==> src/design/assert_macros.svh <==
// ----------------------------------------------------------------------------
// assert_macros.svh
// concurrent assertion helpers, compiled out when ASSERT_OFF is defined
// ----------------------------------------------------------------------------
`ifndef ASSERT_MACROS_SVH
`define ASSERT_MACROS_SVH

`ifndef ASSERT_OFF

// same-cycle implication
`define ASSERT_IMPLY(label, clk, rst, cond, expr) \
  label: assert property (@(posedge clk) disable iff (rst) (cond) |-> (expr)) \
    else $error("assertion failed");

// next-cycle implication
`define ASSERT_NEXT(label, clk, rst, cond, expr) \
  label: assert property (@(posedge clk) disable iff (rst) (cond) |=> (expr)) \
    else $error("assertion failed");

`else

`define ASSERT_IMPLY(label, clk, rst, cond, expr)
`define ASSERT_NEXT(label, clk, rst, cond, expr)

`endif

`endif

==> src/design/bptc_pkg.sv <==
// ----------------------------------------------------------------------------
// bptc_pkg
// shared types and constants of the barometer compensation pipeline
// ----------------------------------------------------------------------------
`default_nettype none

package bptc_pkg;

  localparam int ADC_W      = 20;
  localparam int TFINE_W    = 24;
  localparam int CFG_IDX_W  = 3;
  localparam int CFG_DATA_W = 32;
  localparam int DIV_NUM_W  = 64;
  localparam int DIV_DEN_W  = 31;

  typedef enum logic [CFG_IDX_W-1:0] {
    REG_CAL_TEMP_A         = 3'd0,
    REG_CAL_TEMP_B_PRESS_A = 3'd1,
    REG_CAL_PRESS_B        = 3'd2,
    REG_CAL_PRESS_C        = 3'd3,
    REG_CAL_PRESS_D        = 3'd4,
    REG_CAL_PRESS_E        = 3'd5
  } cfg_reg_t;

  typedef struct packed {
    logic [ADC_W-1:0] adc_temp;
    logic [ADC_W-1:0] adc_press;
  } in_t;

  typedef struct packed {
    logic signed [31:0] fine_temp;
    logic signed [15:0] temp_centi;
    logic        [31:0] press_q24_8;
    logic               press_valid;
  } out_t;

  typedef struct packed {
    logic        [15:0] t1;
    logic signed [15:0] t2;
    logic signed [15:0] t3;
    logic        [15:0] p1;
    logic signed [15:0] p2;
    logic signed [15:0] p3;
    logic signed [15:0] p4;
    logic signed [15:0] p5;
    logic signed [15:0] p6;
    logic signed [15:0] p7;
    logic signed [15:0] p8;
    logic signed [15:0] p9;
  } cal_t;

  typedef struct packed {
    logic signed [TFINE_W-1:0] tfine;
    logic signed [15:0]        tc;
  } temp_res_t;

  // travels alongside the division
  typedef struct packed {
    temp_res_t temp;
    logic      den_zero;
    logic      q_neg;
  } side_t;

endpackage

`default_nettype wire

==> src/design/bptc_temp.sv <==
// ----------------------------------------------------------------------------
// bptc_temp
// five-stage temperature compensation: fine temperature and centidegrees
// ----------------------------------------------------------------------------
`default_nettype none

module bptc_temp
  import bptc_pkg::*;
(
  input  wire logic             clk,
  input  wire logic             rst,
  input  wire logic             in_valid,
  input  wire in_t              sample,
  input  wire cal_t             cal,
  output logic                  out_valid,
  output temp_res_t             temp,
  output logic [ADC_W-1:0]      adc_press
);

  logic                     v1, v2, v3, v4, v5;
  logic [ADC_W-1:0]         pr1, pr2, pr3, pr4, pr5;
  logic signed [17:0]       x1;
  logic signed [16:0]       d1;
  logic signed [33:0]       m2;
  logic [31:0]              dd2;
  logic signed [22:0]       at3;
  logic signed [36:0]       bm3;
  logic signed [TFINE_W-1:0] tfine4;
  temp_res_t                res5;

  logic signed [17:0]       x_c;
  logic signed [16:0]       d_c;
  logic signed [33:0]       m_c;
  logic signed [33:0]       sq_c;
  logic signed [36:0]       bm_c;
  logic signed [TFINE_W-1:0] tf_c;
  logic signed [26:0]       t5_c;
  logic signed [18:0]       sh_c;
  logic signed [15:0]       tc_c;

  always_comb begin
    x_c  = $signed({1'b0, sample.adc_temp[19:3]}) - $signed({1'b0, cal.t1, 1'b0});
    d_c  = $signed({1'b0, sample.adc_temp[19:4]}) - $signed({1'b0, cal.t1});
    m_c  = x1 * cal.t2;
    sq_c = d1 * d1;
    bm_c = $signed({1'b0, dd2[31:12]}) * cal.t3;
    tf_c = TFINE_W'(at3) + TFINE_W'($signed(bm3[36:14]));
    t5_c = 27'(tfine4) * 27'sd5 + 27'sd128;
    sh_c = t5_c[26:8];
    // saturate to 16 bits
    if (sh_c[18:15] == {4{sh_c[15]}}) begin
      tc_c = sh_c[15:0];
    end else if (sh_c[18]) begin
      tc_c = 16'sh8000;
    end else begin
      tc_c = 16'sh7fff;
    end
  end

  always_ff @(posedge clk) begin
    if (rst) begin
      v1 <= 1'b0;
      v2 <= 1'b0;
      v3 <= 1'b0;
      v4 <= 1'b0;
      v5 <= 1'b0;
    end else begin
      v1 <= in_valid;
      v2 <= v1;
      v3 <= v2;
      v4 <= v3;
      v5 <= v4;
    end
  end

  always_ff @(posedge clk) begin
    x1        <= x_c;
    d1        <= d_c;
    pr1       <= sample.adc_press;
    m2        <= m_c;
    dd2       <= sq_c[31:0];
    pr2       <= pr1;
    at3       <= m2[33:11];
    bm3       <= bm_c;
    pr3       <= pr2;
    tfine4    <= tf_c;
    pr4       <= pr3;
    res5.tfine <= tfine4;
    res5.tc   <= tc_c;
    pr5       <= pr4;
  end

  assign out_valid = v5;
  assign temp      = res5;
  assign adc_press = pr5;

endmodule

`default_nettype wire

==> config.mk <==
export PLATFORM = sky130hd
export DESIGN_NAME = bptc_temp
export DESIGN_NICKNAME = d
export VERILOG_FILES = /design/src/design/assert_macros.svh /design/src/design/bptc_pkg.sv /design/src/design/bptc_temp.sv
export SDC_FILE = /design/constraint.sdc
export NUM_CORES = 2
export LEC_CHECK = 0
export ABC_AREA = 1
export BUFFER_PORTS_ARGS = -buffer_cell sky130_fd_sc_hd__buf_4
export CORE_MARGIN = 5
export CORE_UTILIZATION = 38
export CTS_BUF_LIST = sky130_fd_sc_hd__clkbuf_8
export DETAILED_ROUTE_END_ITERATION = 6
export MAX_ROUTING_LAYER = met4
export PLACE_DENSITY = 0.57
export RECOVER_POWER = 100
export REMOVE_ABC_BUFFERS = 1
export SYNTH_ARGS = -nofsm -noshare
export SYNTH_HDL_FRONTEND = slang
export SYNTH_SLANG_ARGS = --single-unit
==> constraint.sdc <==
create_clock -name clk -period 5.7 [get_ports clk]
set_input_delay 0.57 -clock clk [delete_from_list [all_inputs] [get_ports clk]]
set_output_delay 0.57 -clock clk [all_outputs]
set_load 0.005 [all_outputs]
Yosys cells after proc, flatten, opt, wreduce, memory -nomap -nowiden --
Index checks and enable logic that the tools add are counted.
Word-level totals: output and inout bits 61, bits of input ports 235, bits in registers 330, logic and storage cells 30
Operators by class: mux-type cells 2, $mul 4, add/sub/neg operators 4, eq/ne operators 1
Operators by type and width (count):
- $mul A21 B16 Y37 | 1
- $mul A18 B16 Y34 | 1
- $mul A17 B17 Y32 | 1
- $mux W16 | 2
- $add A27 B9 Y27 const B | 1
- $mul A24 B4 Y27 const B | 1
- $add A23 B23 Y24 | 1
- $sub A17 B17 Y18 | 1
- $sub A16 B16 Y17 | 1
- $eq A3 B3 Y1 | 1

Logic depth before layout (Yosys ltp) --
depth after elaboration 4, depth in mapped cells 29, mapped depth without buffers 27

Worst setup path before layout --
OpenSTA, ideal clock, no wires.
path type input to register, start input cal[162] (netlist name), end register m2[22], path slack -0.083 ns, data required time 5.580 ns, setup time 0.120 ns, buffers on the path 2, stages on the path 23, arrival time 5.663 ns, cells stage by stage clkbuf_1 buf_1 nand2_1 fa_1 inv_1 fa_1 inv_1 fa_1 inv_1 fa_1 fa_1 inv_1 fa_1 inv_1 ha_1 a21oi_1 o21ai_0 a21oi_1 nand2_1 a21oi_1 o21ai_0 nand2_1 nand2_1
Between the ends: longest elaborated chain between the ends 1
RTL lines:
- start: declaration | line bptc_temp.sv:14 | input wire cal_t cal,
- $mul A18 B16 Y34 | line bptc_temp.sv:44 | m_c = x1 * cal.t2;
- via m_c[22] | line bptc_temp.sv:33 | logic signed [33:0] m_c;
- end signal: assignment | line bptc_temp.sv:80 | m2 <= m_c;
- end: declaration | line bptc_temp.sv:24 | logic signed [33:0] m2;
The timed path passes the listed nets, and every way through them passes these cells. A chain may end at the register's enable or synchronous reset.

Worst setup path after layout --
start register d1[16], end register dd2[27]
Between the ends: longest elaborated chain between the ends 1
RTL lines:
- start: declaration | line bptc_temp.sv:23 | logic signed [16:0] d1;
- start signal: assignment | line bptc_temp.sv:78 | d1 <= d_c;
- $mul A17 B17 Y32 | line bptc_temp.sv:45 | sq_c = d1 * d1;
- via sq_c[27] | line bptc_temp.sv:34 | logic signed [33:0] sq_c;
- end signal: assignment | line bptc_temp.sv:81 | dd2 <= sq_c[31:0];
- end: declaration | line bptc_temp.sv:25 | logic [31:0] dd2;
The timed path passes the listed nets, and every way through them passes these cells.

==> reports/metrics.yaml <==
outcome: "finished, final reports clean"
grt_antenna_before_repair: 2
timing.final.crit_period_ns: 5.528
cts_num_sinks: 276
final_util_pct: 45.56
area_delta_synth_final_pct: 19.08
mostFrequentLayoutCells: "inv_1, nand2_1, fa_1"
start_kind: "flip-flop"
hold_path.class: "in2reg"
insertion_delay_ns: 0.64
slew_viol_final: 0
wl_per_cell_um: 14.85
dr.pass1.iters: 5
synthFlopType: "dfxtp_1"
die_h_um: 341.1
port_buffers: 148
grt_pass1_wl_um: 174500
initial_core_util_pct: 38.26
cp_slowest_cell: "fa_2"
path_max_fanout: 8
syn-instance-count: 5077
synth-async-reset-ratio_pct: 0
clockRootBuffer: "clkbuf_8"
finalSetupViolations: 0
final_cells: 7010
std_cell_rows: 121
grt_pass1_vias: 34580
fin_tns_setup_ns: 0
numCtsBuffers: 48
dieArea_sq_mm: 0.1163
drc: 0
synth_edf_count: 0
fmax_mhz: 180.9
finalCritPeriodShare_pct: 96.98
grt-ovfl-total: 0
syn_area_sq_mm: 0.04165
cp-end-kind: "flip-flop"
die_w_um: 341.1
ys_types: 50
ys_seq_elements: 276
maxCapViolations: 0
critPathTopFamily: "adder cells"
rsz0062_at_grt: "true"
cts_buffer_depth: 3
grt_use_total_pct: 18.75
io_pins: 296
slew_headroom_pct: 53.57
htree_levels: 2
fin_nets: 6986
via_count: 32426
drt_iter0_drc: 1604
hold_viol: 0
syn_area_per_cell_sq_um: 8.204
critical_path.cell_chain: "buf_4, nand2_4, inv_2, fa_2, inv_2, buf_4, fa_1, fa_1, fa_1, inv_1, fa_1, inv_1, fa_1, inv_1, ha_4, nand2_2, nor2_2, inv_1, buf_4, nor3_4, buf_4, nand4_1, nand2_2, xor2_2"
yosysWarningCount: 0
dp_hpwl_um: 87840
critPathMaxStageDelay_ns: 0.56
tightest_slew_ns: 0.6965
cts_tree: "done"
final_common_cell: "inv_1"
dp_cells: 6907
ant_nets: 0
fin_skew_ns: 0.04319
worst_path_most_repeated_cell: "fa_1"
drive_gt1_share_pct: 15.25
crit_buf_inv: 10
required_ns: 6.22
cp.arrival_ns: 6.05
grt_start_max_net_pins: 35
seq_area_frac_synth_pct: 13.27
core-area_sq_mm: 0.1089
drt-vias-per-instance: 4.626
criticalPathCategory: "reg2reg"
gp_congestion: 0.8944
wirelength_um: 104100
cts.clk_slew.worst_paths_ns: 0.06
## registers in the layout, indices dropped and copies added (netlist names)
register	cells
adc_press	20
dd2	20
temp	40
pr4	20
at3	23
bm3	23
x1	1
tfine4	24
pr3	20
v4	1
pr1	20
d1	17
v3	1
v2	1
pr2	20
v1	1
out_valid	1
m2	23
## worst paths after layout
path,startpoint,endpoint,slack (ns),cells after the start
max,d1[16]$_DFF_P_,dd2[27]$_DFF_P_,0.17,24
max reg2reg,d1[16]$_DFF_P_,dd2[27]$_DFF_P_,0.17,24
min reg2reg,pr2[10]$_DFF_P_,pr3[10]$_DFF_P_,0.31,0
min,sample[8],pr1[8]$_DFF_P_,0.08,1
## area by class of cell
type / count / area (sq um)
diodes: 1 / 2.502
clock buffers: 58 / 798.3
clock inverters: 24 / 299.0
fillers: 10814 / 59260
inverters: 1472 / 5525
multi-input cells: 3170 / 30730
flip-flops and latches: 276 / 5583
well taps: 1414 / 1769
repair buffers: 595 / 4887
## cell families (layout without fill, tap and decap cells)
kind of cell | count (synthesis) | after routing | synth area share (%)
AOI/OAI and AO/OA | 340 | 340 | 4.614
buffers and inverters | 1631 | 2149 | 14.78
and+or+nand+nor | 1511 | 1511 | 14.44
adders and majority gates | 1188 | 1188 | 50.14
other | 0 | 1 | 0
xor gates and xnor gates | 131 | 131 | 2.755
DFF | 276 | 276 | 13.27
## synth_stat cells (2+ instances only)
library cell,count,share of area [%]
a211oi_1,2,0.036
a21boi_0,2,0.036
a21o_1,18,0.32
a21oi_1,168,2.0
a31o_2,2,0.042
a31oi_1,13,0.20
buf_1,16,0.14
buf_2,2,0.024
buf_4,2,0.036
buf_6,3,0.081
clkbuf_1,136,1.2
dfxtp_1,276,13
fa_1,802,39
ha_1,386,12
inv_1,1471,13
nand2_1,1140,10
nand2_2,8,0.12
nand3_1,89,1.1
nand4_1,25,0.38
nor2_1,182,1.6
nor2_2,3,0.045
nor3_1,30,0.36
nor4_1,10,0.15
o211a_1,2,0.048
o211ai_1,5,0.090
o21a_1,4,0.072
o21ai_0,90,1.1
o21ai_1,2,0.024
o21ai_2,2,0.042
o21bai_1,17,0.31
o221a_2,4,0.11
o31ai_1,2,0.036
or2_2,17,0.26
xnor2_1,40,0.84
xor2_1,91,1.9
## timing repair
action                                  in CTS  in global routing
endpoints found under the setup margin      36                 56
gates cloned                                 0                  3
resized for setup                           21                213
endpoints found under the hold margin        6                  0
pin swaps                                    0                 44
hold buffers                                 6                  0
setup buffers                                0                 13
## per-layer routing
| layer | GRT usage (%) | vias to the layer above | wire length (um) |
|---|---|---|---|
| met2 | 31.65 | 729 | 50190 |
| met3 | 1.909 | 133 | 4911 |
| met5 | - | - | 0 |
| li1 | - | 15635 | - |
| met4 | 3.505 | 0 | 2056 |
| met1 | 24.91 | 15929 | 46940 |
## through the flow
step                instance area, sq um  hold WS (ns)  setup WS [ns]
finish                             49600       0.08028         0.1721
global placement                   47490        0.3098        -0.1724
floorplan                          41020        0.3096        -0.1255
detailed placement                 47490        0.3121        -0.2067
CTS                                48720      0.002484        0.01100
global route                       49600       0.03826       -0.03905
## worst reg2reg max path, stage by stage (launching register included)
cell and delay [ns]:
dfxtp_4 0.40, buf_4 0.17, nand2_4 0.05, inv_2 0.03, fa_2 0.56, inv_2 0.08
buf_4 0.14, fa_1 0.47, fa_1 0.52, fa_1 0.54, inv_1 0.05, fa_1 0.47
inv_1 0.05, fa_1 0.47, inv_1 0.06, ha_4 0.28, nand2_2 0.07, nor2_2 0.12
inv_1 0.08, buf_4 0.14, nor3_4 0.13, buf_4 0.13, nand4_1 0.14, nand2_2 0.13
xor2_2 0.15
Power is left out: the tool's default activity adds up to more than one toggle a clock period on the data nets, which glitch-free logic cannot reach.
